**src/rtl/core/asc_pkg.sv**
```systemverilog
`timescale 1ns / 1ps

package asc_pkg;

   // Table geometry
   localparam int TABLE_DEPTH = 64;
   localparam int IDX_W       = $clog2(TABLE_DEPTH);
   localparam int CNT_W       = $clog2(TABLE_DEPTH + 1);

   // Field widths
   localparam int CMD_W   = 2;
   localparam int SYM_W   = 8;
   localparam int POS_W   = 8;
   localparam int SIZE_W  = 9;
   localparam int STAT_W  = 2;
   localparam int SHIFT_W = 9;

   // Signed width for shifted positions, one bit above the shift register
   localparam int CALC_W = SHIFT_W + 1;

   localparam logic [SHIFT_W-1:0] SHIFT_RESET = SHIFT_W'(1);

   typedef enum logic [CMD_W-1:0] {
      CMD_CLEAR  = 2'd0,
      CMD_ADD    = 2'd1,
      CMD_ENCODE = 2'd2,
      CMD_DECODE = 2'd3
   } cmd_type;

   typedef enum logic [STAT_W-1:0] {
      STATUS_OK        = 2'd0,
      STATUS_DUPLICATE = 2'd1,
      STATUS_FULL      = 2'd2,
      STATUS_BAD_SHIFT = 2'd3
   } status_type;

   typedef enum logic [1:0] {
      ST_IDLE,
      ST_SEARCH,
      ST_APPLY,
      ST_RESULT
   } ctrl_state_type;

   // Controller to datapath
   typedef struct packed {
      logic load;
      logic search;
      logic apply;
      logic finish;
   } dp_cmd_type;

   // Datapath to controller
   typedef struct packed {
      logic is_clear;
      logic search_done;
      logic out_free;
   } dp_stat_type;

endpackage

```
**src/rtl/core/asc_req_if.sv**
```systemverilog
`timescale 1ns / 1ps

interface asc_req_if
   import asc_pkg::*;
();
   logic             valid;
   logic             ready;
   logic [CMD_W-1:0] command;
   logic [SYM_W-1:0] symbol;

   modport source (output valid, output command, output symbol, input ready);
   modport sink   (input valid, input command, input symbol, output ready);
endinterface

```
**src/rtl/core/asc_rsp_if.sv**
```systemverilog
`timescale 1ns / 1ps

interface asc_rsp_if
   import asc_pkg::*;
();
   logic              valid;
   logic              ready;
   logic [SYM_W-1:0]  out_symbol;
   logic              found;
   logic [POS_W-1:0]  position;
   logic [SIZE_W-1:0] table_size;
   logic [STAT_W-1:0] status;

   modport source (output valid, output out_symbol, output found, output position,
                   output table_size, output status, input ready);
   modport sink   (input valid, input out_symbol, input found, input position,
                   input table_size, input status, output ready);
endinterface

```
**src/rtl/core/alphabet_shift_cipher.sv**
```systemverilog
`timescale 1ns / 1ps

// Channel   Direction  Handshake     Payload
// req_chan  in         valid/ready   command, symbol
// rsp_chan  out        valid/ready   out_symbol, found, position, table_size, status
// csr_*     in         write enable  shift_amount (9-bit signed)
//
// One item at a time. Each item passes the search, apply and result states; clear
// skips the table lookup, while other commands search the table, which reads one
// entry per cycle from the single read port.
// Reset (synchronous) empties the table and sets the shift to 1.
// A stalled result sits in the output register; the next item is taken meanwhile.

module alphabet_shift_cipher
   import asc_pkg::*;
(
   input  logic               clock,
   input  logic               reset,
   input  logic               csr_write_enable,
   input  logic [SHIFT_W-1:0] csr_write_data,
   asc_req_if.sink            req_chan,
   asc_rsp_if.source          rsp_chan
);

   dp_cmd_type  dp_cmd;
   dp_stat_type dp_stat;

   asc_ctrl u_ctrl (
      .clock     (clock),
      .reset     (reset),
      .req_valid (req_chan.valid),
      .req_ready (req_chan.ready),
      .dp_stat   (dp_stat),
      .dp_cmd    (dp_cmd)
   );

   asc_dpath u_dpath (
      .clock            (clock),
      .reset            (reset),
      .csr_write_enable (csr_write_enable),
      .csr_write_data   (csr_write_data),
      .req_command      (req_chan.command),
      .req_symbol       (req_chan.symbol),
      .rsp_ready        (rsp_chan.ready),
      .rsp_valid        (rsp_chan.valid),
      .rsp_out_symbol   (rsp_chan.out_symbol),
      .rsp_found        (rsp_chan.found),
      .rsp_position     (rsp_chan.position),
      .rsp_table_size   (rsp_chan.table_size),
      .rsp_status       (rsp_chan.status),
      .dp_cmd           (dp_cmd),
      .dp_stat          (dp_stat)
   );

endmodule

```
**src/rtl/core/asc_ctrl.sv**
```systemverilog
`timescale 1ns / 1ps

module asc_ctrl
   import asc_pkg::*;
(
   input  logic        clock,
   input  logic        reset,
   input  logic        req_valid,
   output logic        req_ready,
   input  dp_stat_type dp_stat,
   output dp_cmd_type  dp_cmd
);

   ctrl_state_type state_ff, state_in;

   // State register
   always_ff @(posedge clock) begin
      if (reset) begin
         state_ff <= ST_IDLE;
      end else begin
         state_ff <= state_in;
      end
   end

   // Next state and commands
   always_comb begin
      state_in  = state_ff;
      dp_cmd    = '0;
      req_ready = 1'b0;
      case (state_ff)
         ST_IDLE: begin
            req_ready = 1'b1;
            if (req_valid) begin
               dp_cmd.load = 1'b1;
               state_in    = ST_SEARCH;
            end
         end
         ST_SEARCH: begin
            // clear needs no lookup
            if (dp_stat.is_clear) begin
               state_in = ST_APPLY;
            end else begin
               dp_cmd.search = 1'b1;
               if (dp_stat.search_done) begin
                  state_in = ST_APPLY;
               end
            end
         end
         ST_APPLY: begin
            dp_cmd.apply = 1'b1;
            state_in     = ST_RESULT;
         end
         ST_RESULT: begin
            // hold until the output register is free
            if (dp_stat.out_free) begin
               dp_cmd.finish = 1'b1;
               state_in      = ST_IDLE;
            end
         end
         default: begin
            state_in = ST_IDLE;
         end
      endcase
   end

endmodule

```
**src/rtl/core/asc_dpath.sv**
```systemverilog
`timescale 1ns / 1ps

module asc_dpath
   import asc_pkg::*;
(
   input  logic               clock,
   input  logic               reset,
   input  logic               csr_write_enable,
   input  logic [SHIFT_W-1:0] csr_write_data,
   input  logic [CMD_W-1:0]   req_command,
   input  logic [SYM_W-1:0]   req_symbol,
   input  logic               rsp_ready,
   output logic               rsp_valid,
   output logic [SYM_W-1:0]   rsp_out_symbol,
   output logic               rsp_found,
   output logic [POS_W-1:0]   rsp_position,
   output logic [SIZE_W-1:0]  rsp_table_size,
   output logic [STAT_W-1:0]  rsp_status,
   input  dp_cmd_type         dp_cmd,
   output dp_stat_type        dp_stat
);

   logic [SYM_W-1:0] mem [TABLE_DEPTH];

   logic [SHIFT_W-1:0] shift_ff;
   cmd_type            cmd_ff;
   logic [SYM_W-1:0]   sym_ff;
   logic [CNT_W-1:0]   count_ff, count_in;
   logic [CNT_W-1:0]   issue_ff;
   logic               cmp_vld_ff;
   logic [IDX_W-1:0]   cmp_idx_ff;
   logic               hit_ff;
   logic [IDX_W-1:0]   pos_ff;
   logic [SYM_W-1:0]   rd_data_ff;
   status_type         status_ff, status_in;
   logic               subst_ff, subst_in;

   logic                rsp_valid_ff;
   logic [SYM_W-1:0]    rsp_sym_ff;
   logic                rsp_found_ff;
   logic [POS_W-1:0]    rsp_pos_ff;
   logic [SIZE_W-1:0]   rsp_size_ff;
   logic [STAT_W-1:0]   rsp_stat_ff;

   logic               cmp_hit;
   logic               issue_ok;
   logic               search_rd;
   logic               mem_re, mem_we;
   logic [IDX_W-1:0]   rd_addr;
   logic signed [CALC_W-1:0] sh_s, n_s, pos_s, k_raw, k_s;
   logic               shift_bad;

   // Shift register, written any time
   always_ff @(posedge clock) begin
      if (reset) begin
         shift_ff <= SHIFT_RESET;
      end else if (csr_write_enable) begin
         shift_ff <= csr_write_data;
      end
   end

   // Search compare: one table entry per cycle, each read in the cycle before its compare
   assign cmp_hit   = cmp_vld_ff && (rd_data_ff == sym_ff);
   assign issue_ok  = issue_ff < count_ff;
   assign search_rd = dp_cmd.search && issue_ok && !cmp_hit;

   // Shifted position with a single wrap correction
   always_comb begin
      sh_s  = signed'({shift_ff[SHIFT_W-1], shift_ff});
      n_s   = signed'({{(CALC_W-CNT_W){1'b0}}, count_ff});
      pos_s = signed'({{(CALC_W-IDX_W){1'b0}}, pos_ff});
      k_raw = (cmd_ff == CMD_ENCODE) ? pos_s + sh_s : pos_s - sh_s;
      if (k_raw >= n_s) begin
         k_s = k_raw - n_s;
      end else if (k_raw < 0) begin
         k_s = k_raw + n_s;
      end else begin
         k_s = k_raw;
      end
      shift_bad = (sh_s == 0) || (sh_s >= n_s) || (sh_s <= -n_s);
   end

   // Apply the command to count and status
   always_comb begin
      count_in  = count_ff;
      status_in = STATUS_OK;
      subst_in  = 1'b0;
      mem_we    = 1'b0;
      case (cmd_ff)
         CMD_CLEAR: begin
            count_in = '0;
         end
         CMD_ADD: begin
            if (hit_ff) begin
               status_in = STATUS_DUPLICATE;
            end else if (count_ff == CNT_W'(TABLE_DEPTH)) begin
               status_in = STATUS_FULL;
            end else begin
               mem_we   = 1'b1;
               count_in = count_ff + 1'b1;
            end
         end
         CMD_ENCODE, CMD_DECODE: begin
            if (shift_bad) begin
               status_in = STATUS_BAD_SHIFT;
            end else begin
               subst_in = hit_ff;
            end
         end
         default: begin
            count_in = count_ff;
         end
      endcase
   end

   assign mem_re  = search_rd || (dp_cmd.apply && subst_in);
   assign rd_addr = dp_cmd.apply ? k_s[IDX_W-1:0] : issue_ff[IDX_W-1:0];

   // Symbol table: one write, one registered read
   always_ff @(posedge clock) begin
      if (dp_cmd.apply && mem_we) begin
         mem[count_ff[IDX_W-1:0]] <= sym_ff;
      end
      if (mem_re) begin
         rd_data_ff <= mem[rd_addr];
      end
   end

   // Control state: count and search pipeline flag
   always_ff @(posedge clock) begin
      if (reset) begin
         count_ff   <= '0;
         cmp_vld_ff <= 1'b0;
      end else begin
         if (dp_cmd.apply) begin
            count_ff <= count_in;
         end
         cmp_vld_ff <= search_rd;
      end
   end

   // Item registers
   always_ff @(posedge clock) begin
      if (dp_cmd.load) begin
         cmd_ff   <= cmd_type'(req_command);
         sym_ff   <= req_symbol;
         issue_ff <= '0;
         hit_ff   <= 1'b0;
         pos_ff   <= '0;
         subst_ff <= 1'b0;
      end else begin
         if (search_rd) begin
            issue_ff <= issue_ff + 1'b1;
         end
         if (dp_cmd.search && cmp_hit) begin
            hit_ff <= 1'b1;
            pos_ff <= cmp_idx_ff;
         end
         if (dp_cmd.apply) begin
            status_ff <= status_in;
            subst_ff  <= subst_in;
         end
      end
      cmp_idx_ff <= issue_ff[IDX_W-1:0];
   end

   // Output register
   always_ff @(posedge clock) begin
      if (reset) begin
         rsp_valid_ff <= 1'b0;
      end else if (dp_cmd.finish) begin
         rsp_valid_ff <= 1'b1;
      end else if (rsp_ready) begin
         rsp_valid_ff <= 1'b0;
      end
   end

   always_ff @(posedge clock) begin
      if (dp_cmd.finish) begin
         rsp_sym_ff   <= subst_ff ? rd_data_ff : sym_ff;
         rsp_found_ff <= hit_ff;
         rsp_pos_ff   <= POS_W'(pos_ff);
         rsp_size_ff  <= SIZE_W'(count_ff);
         rsp_stat_ff  <= status_ff;
      end
   end

   assign dp_stat.is_clear    = (cmd_ff == CMD_CLEAR);
   assign dp_stat.search_done = cmp_hit || (!issue_ok && !cmp_vld_ff);
   assign dp_stat.out_free    = !rsp_valid_ff || rsp_ready;

   assign rsp_valid      = rsp_valid_ff;
   assign rsp_out_symbol = rsp_sym_ff;
   assign rsp_found      = rsp_found_ff;
   assign rsp_position   = rsp_pos_ff;
   assign rsp_table_size = rsp_size_ff;
   assign rsp_status     = rsp_stat_ff;

endmodule

```
**src/flat_wrapper.sv**
```systemverilog
// flat-port wrapper written by rule: the top's interface ports become plain ports
module alphabet_shift_cipher_flat import asc_pkg::*;
  (clock, reset, csr_write_enable, csr_write_data, req_chan_valid, req_chan_command, req_chan_symbol, req_chan_ready, rsp_chan_valid, rsp_chan_out_symbol, rsp_chan_found, rsp_chan_position, rsp_chan_table_size, rsp_chan_status, rsp_chan_ready);
  asc_req_if req_chan_i ();
  asc_rsp_if rsp_chan_i ();
  input  logic clock;
  input  logic reset;
  input  logic csr_write_enable;
  input  logic [SHIFT_W-1:0] csr_write_data;
  input wire logic [$bits(req_chan_i.valid)-1:0] req_chan_valid;
  input wire logic [$bits(req_chan_i.command)-1:0] req_chan_command;
  input wire logic [$bits(req_chan_i.symbol)-1:0] req_chan_symbol;
  output wire logic [$bits(req_chan_i.ready)-1:0] req_chan_ready;
  output wire logic [$bits(rsp_chan_i.valid)-1:0] rsp_chan_valid;
  output wire logic [$bits(rsp_chan_i.out_symbol)-1:0] rsp_chan_out_symbol;
  output wire logic [$bits(rsp_chan_i.found)-1:0] rsp_chan_found;
  output wire logic [$bits(rsp_chan_i.position)-1:0] rsp_chan_position;
  output wire logic [$bits(rsp_chan_i.table_size)-1:0] rsp_chan_table_size;
  output wire logic [$bits(rsp_chan_i.status)-1:0] rsp_chan_status;
  input wire logic [$bits(rsp_chan_i.ready)-1:0] rsp_chan_ready;
  assign req_chan_i.valid = req_chan_valid;
  assign req_chan_i.command = req_chan_command;
  assign req_chan_i.symbol = req_chan_symbol;
  assign req_chan_ready = req_chan_i.ready;
  assign rsp_chan_valid = rsp_chan_i.valid;
  assign rsp_chan_out_symbol = rsp_chan_i.out_symbol;
  assign rsp_chan_found = rsp_chan_i.found;
  assign rsp_chan_position = rsp_chan_i.position;
  assign rsp_chan_table_size = rsp_chan_i.table_size;
  assign rsp_chan_status = rsp_chan_i.status;
  assign rsp_chan_i.ready = rsp_chan_ready;
  alphabet_shift_cipher u_core (.clock(clock), .reset(reset), .csr_write_enable(csr_write_enable), .csr_write_data(csr_write_data), .req_chan(req_chan_i), .rsp_chan(rsp_chan_i));
endmodule
```
**config.mk**
```make
export PLATFORM = sky130hd
export DESIGN_NAME = alphabet_shift_cipher_flat
export DESIGN_NICKNAME = d
export VERILOG_FILES = /design/src/rtl/core/asc_pkg.sv /design/src/rtl/core/asc_req_if.sv /design/src/rtl/core/asc_rsp_if.sv /design/src/rtl/core/alphabet_shift_cipher.sv /design/src/rtl/core/asc_ctrl.sv /design/src/rtl/core/asc_dpath.sv /design/src/flat_wrapper.sv
export SDC_FILE = /design/constraint.sdc
export NUM_CORES = 1
export LEC_CHECK = 0
export BUFFER_PORTS_ARGS = -buffer_cell sky130_fd_sc_hd__buf_2
export CAP_MARGIN = 20
export CORE_UTILIZATION = 60
export DETAILED_ROUTE_END_ITERATION = 12
export HOLD_SLACK_MARGIN = 0.05
export PLACE_DENSITY = 0.76
export SETUP_SLACK_MARGIN = 0.3
export SKIP_CTS_REPAIR_TIMING = 1
export SYNTH_ARGS = -nofsm -noshare
export SYNTH_HDL_FRONTEND = slang
export SYNTH_HIERARCHICAL = 1
export SYNTH_SLANG_ARGS = --single-unit
```
**constraint.sdc**
```tcl
create_clock -name clock -period 7.8 [get_ports clock]
set_input_delay 0.78 -clock clock [delete_from_list [all_inputs] [get_ports clock]]
set_output_delay 0.78 -clock clock [all_outputs]
set_load 0.03 [all_outputs]
```
==> results.toml <==
[worst_setup_path]
cp_max_fo = 46
cp_top_family = "simple AND/OR/NAND/NOR gates"
r2r-end = "u_core/u_dpath/rd_data_ff[0]$_DFFE_PP_"
r2r_cells = 20
slowest_stage = "nor3_4"
crit_chain = "nor2b_1, nor2_1, xor2_1, ha_1, a21oi_1, xnor2_1, ha_1, and4b_1, a211oi_1, o21bai_1, a31oi_1, o21a_1, a31oi_1, nor3_4, buf_12, buf_4, mux2i_1, o22ai_1, o21ai_0, nand4_1"
critPathBufInv = 2
r2r-start = "u_core/u_dpath/cmd_ff[1]$_DFFE_PP_"
worstPathArrival_ns = 7.07
r2r_slack_ns = 1.06
cp-end-kind = "flop"
critPathLaunchType = "flop"
critPathKind = "reg2reg"
required_ns = 8.13
slowest_delay_ns = 0.87

[synth]
synth_cells = 1715
synthFlopType = "edfxtp_1"
synth_top_family_by_area = "multiplexers"
yosysUniqueCellTypes = 79
async_flop_share_pct = 0
ys_warn_count = 6
syn_area_um2 = 25700
ys_ff_latch = 597
synth.avg_cell_area_um2 = 15.0
synth_compound_area_share_pct = 6.78
synthXorXnorAreaFrac_pct = 1.30
synth-simple-area-share_pct = 7.56
synth_edf_count = 556
synth_adder_area_share_pct = 2.67
synthMuxAreaShare_pct = 11.0
ys_seq_area_share_pct = 68.2

[route]
drc = 0
vias = 15200
wire_per_inst_um = 26.1
ant_nets = 0
first_pass_iters = 7
drtIter0Drc = 1782
post_drt_via_cell_ratio = 6.47
finalWirelength_mm = 61.5

[min_path]
worstHoldStart = "req_chan_symbol[4]"
hold_path_class = "in2reg"
min_to = "u_core/u_dpath/sym_ff[4]$_DFFE_PP_"
holdPathStages = 1

[power_and_ir_drop]
vdd_drop_max_mv = 0.208
power_mw = 8.66
p_leak_nw = 10.7
p_per_area_nw_per_um2 = 306

[finish]
antenna_cells = 0
syn2layout_area_growth_pct = 10.1
nets = 1846
drive_gt1_share_pct = 10.7

[die]
die_area_um2 = 43600
start_util_pct = 61.1
ios = 54
num_rows = 75
core_um2 = 42000
die_y_um = 209
dieWidth_um = 209

[flow_run]
drv_cap = 0

[status]
status = "complete, no violations"

[global_route]
grt_util_all_layers_pct = 28.4
grt_max_degree = 69
antenna_found_initial = 1
grt_pass1_vias = 15000
grt_first_pass_wirelength_mm = 91.8
overflow = 0

[sta]
fmax_ghz = 0.148
hold_violations = 0
rsz0062_at_grt = "no"
hold_ws_ns = 0.328
setup_viol = 0
final.setup.tns_ns = 0
drv_slew = 0
tightestPinTransition_ns = 1.23
min_period_ns = 6.74
min_period_over_period_pct = 86.4
slew_headroom_pct = 17.4
skew_ns = 0.0272

[place]
portBuffers = 49
place_congestion = 0.895
post-dp-hpwl_mm = 38.2

[clocking]
cts_root_buffer = "clkbuf_16"
clockBufferDepth = 3
cts.sinks = 597
clock_latency_ns = 0.63
clkTransAtPathRegs_ns = 0.06
cts_tree = "yes"
cts_buffers = 58
cts.htree.levels = 2
-- state kept, by name, indices dropped and copies added, names as in the netlist --
name,count
u_core/u_dpath/shift_ff,9
u_core/u_dpath/rsp_found,1
u_core/u_dpath/cmd_ff,2
u_core/u_dpath/pos_ff,6
u_core/u_dpath/count_ff,7
u_core/u_dpath/rsp_status,2
u_core/u_dpath/rsp_out_symbol,8
u_core/u_ctrl/state_ff,2
u_core/u_dpath/status_ff,2
u_core/u_dpath/hit_ff,1
u_core/u_dpath/rd_data_ff,8
u_core/u_dpath/mem,512
u_core/u_dpath/rsp_table_size,7
u_core/u_dpath/cmp_idx_ff,6
u_core/u_dpath/subst_ff,1
u_core/u_dpath/rsp_valid,1
u_core/u_dpath/rsp_position,6
u_core/u_dpath/sym_ff,8
u_core/u_dpath/cmp_vld_ff,1
u_core/u_dpath/issue_ff,7
-- layout by cell type (no fill, tap or decap), drive strengths merged, types with 4 or more instances in the layout --
cell type / netlist / routed
nand3: 34 / 34
nor4: 23 / 23
a21o: 6 / 6
o41ai: 4 / 4
xnor2: 23 / 23
o311ai: 4 / 4
o2111a: 7 / 7
clkbuf: 27 / 83
o31a: 4 / 4
a21oi: 27 / 27
mux2i: 273 / 273
or3: 4 / 4
buf: 60 / 78
o22a: 7 / 7
a31oi: 9 / 9
xor2: 15 / 15
a22oi: 66 / 66
clkinv: 2 / 20
o21a: 10 / 10
nor3: 85 / 85
nor2: 122 / 122
nand2b: 6 / 6
o21ai: 32 / 32
dfxtp: 41 / 41
edfxtp: 556 / 556
mux2: 9 / 9
nand2: 55 / 55
o31ai: 6 / 6
or4: 4 / 4
o22ai: 30 / 30
nand4: 27 / 27
conb: 1 / 4
nor2b: 12 / 12
a31o: 5 / 5
inv: 30 / 33
ha: 50 / 50
-- cells in the mapped netlist (15+ instances only) --
cell | n | area share, %
nor3_1 | 81 | 1.6
ha_1 | 50 | 2.4
o21ai_0 | 17 | 0.33
mux2i_1 | 273 | 11
buf_4 | 23 | 0.67
dfxtp_1 | 41 | 3.2
buf_2 | 29 | 0.57
a21oi_1 | 24 | 0.47
inv_1 | 30 | 0.44
nand3_1 | 34 | 0.66
a22oi_1 | 65 | 1.9
nand2_1 | 55 | 0.80
nor4_1 | 21 | 0.51
xor2_1 | 15 | 0.51
edfxtp_1 | 556 | 65
clkbuf_1 | 27 | 0.39
xnor2_1 | 23 | 0.78
nand4_1 | 27 | 0.66
nor2_1 | 122 | 1.8
o22ai_1 | 30 | 0.73
-- where the power goes --
| part | switching (mW) | internal (mW) | total (mW) | leakage, nW |
|---|---|---|---|---|
| combinational | 1.44 | 0.804 | 2.24 | 4.47 |
| sequential | 0.0265 | 3.68 | 3.70 | 5.34 |
| clock | 1.18 | 1.53 | 2.71 | 0.904 |
-- worst max path at each step --
stage                                             from                                endpoint  slack (ns)  cells past startpoint
finish              u_core/u_dpath/cmd_ff[1]$_DFFE_PP_  u_core/u_dpath/rd_data_ff[0]$_DFFE_PP_        1.06                     20
CTS                 u_core/u_dpath/cmd_ff[1]$_DFFE_PP_  u_core/u_dpath/rd_data_ff[7]$_DFFE_PP_        1.27                     20
global route        u_core/u_dpath/cmd_ff[1]$_DFFE_PP_  u_core/u_dpath/rd_data_ff[0]$_DFFE_PP_        0.82                     20
floorplan           u_core/u_dpath/cmd_ff[0]$_DFFE_PP_  u_core/u_dpath/rd_data_ff[3]$_DFFE_PP_        2.83                     24
detailed placement  u_core/u_dpath/cmd_ff[1]$_DFFE_PP_  u_core/u_dpath/rd_data_ff[7]$_DFFE_PP_        1.32                     20
global placement    u_core/u_dpath/cmd_ff[1]$_DFFE_PP_  u_core/u_dpath/rd_data_ff[0]$_DFFE_PP_        1.52                     20
-- final cells by class --
type | count | area (µm²)
clock inverter | 24 | 221
clock buffer | 83 | 1630
tap | 539 | 674
fill | 2878 | 13800
inverter | 32 | 120
sequential | 597 | 17500
multi-input combinational | 1002 | 7550
timing repair buffer | 78 | 533
-- worst reg2reg max path, cell delays in order, from the launching register on --
cell and delay, ns:
edfxtp_1 0.49, nor2b_1 0.64, nor2_1 0.11, xor2_1 0.17, ha_1 0.36, a21oi_1 0.10
xnor2_1 0.30, ha_1 0.39, and4b_1 0.22, a211oi_1 0.22, o21bai_1 0.12, a31oi_1 0.23
o21a_1 0.25, a31oi_1 0.15, nor3_4 0.87, buf_12 0.39, buf_4 0.39, mux2i_1 0.24
o22ai_1 0.12, o21ai_0 0.51, nand4_1 0.20
-- metrics by stage --
stage / cell area, µm² / worst slack, ns / util [%] / std cells
final: 28200 / 1.06 / 67.2 / 2355
after CTS: 28200 / 1.27 / 67.1 / 2354
after global routing: 28200 / 0.825 / 67.2 / 2355
after global placement: 26400 / 1.52 / 62.7 / 2247
after detailed placement: 26400 / 1.32 / 62.7 / 2247
after floorplan: 25700 / 2.83 / - / 1718
-- logic make-up (layout without fill, tap and decap cells) --
kind of cell    Yosys count  after routing
other cells               1              4
flops                   597            597
buf+inv                 119            217
xor+xnor                 38             38
mux                     282            282
compound gates          237            237
fa+ha+maj                53             53
simple gates            388            388
-- layer usage --
metal  track usage [%]  routed length (µm)  share of wire [%]
met1              39.5               25000                 41
met2              45.4               29100                 47
met3              4.87                5380                8.8
met4              10.3                1900                3.1
met5                 0                  54              0.088
No activity file was read; power rests on OpenSTA's default activity.
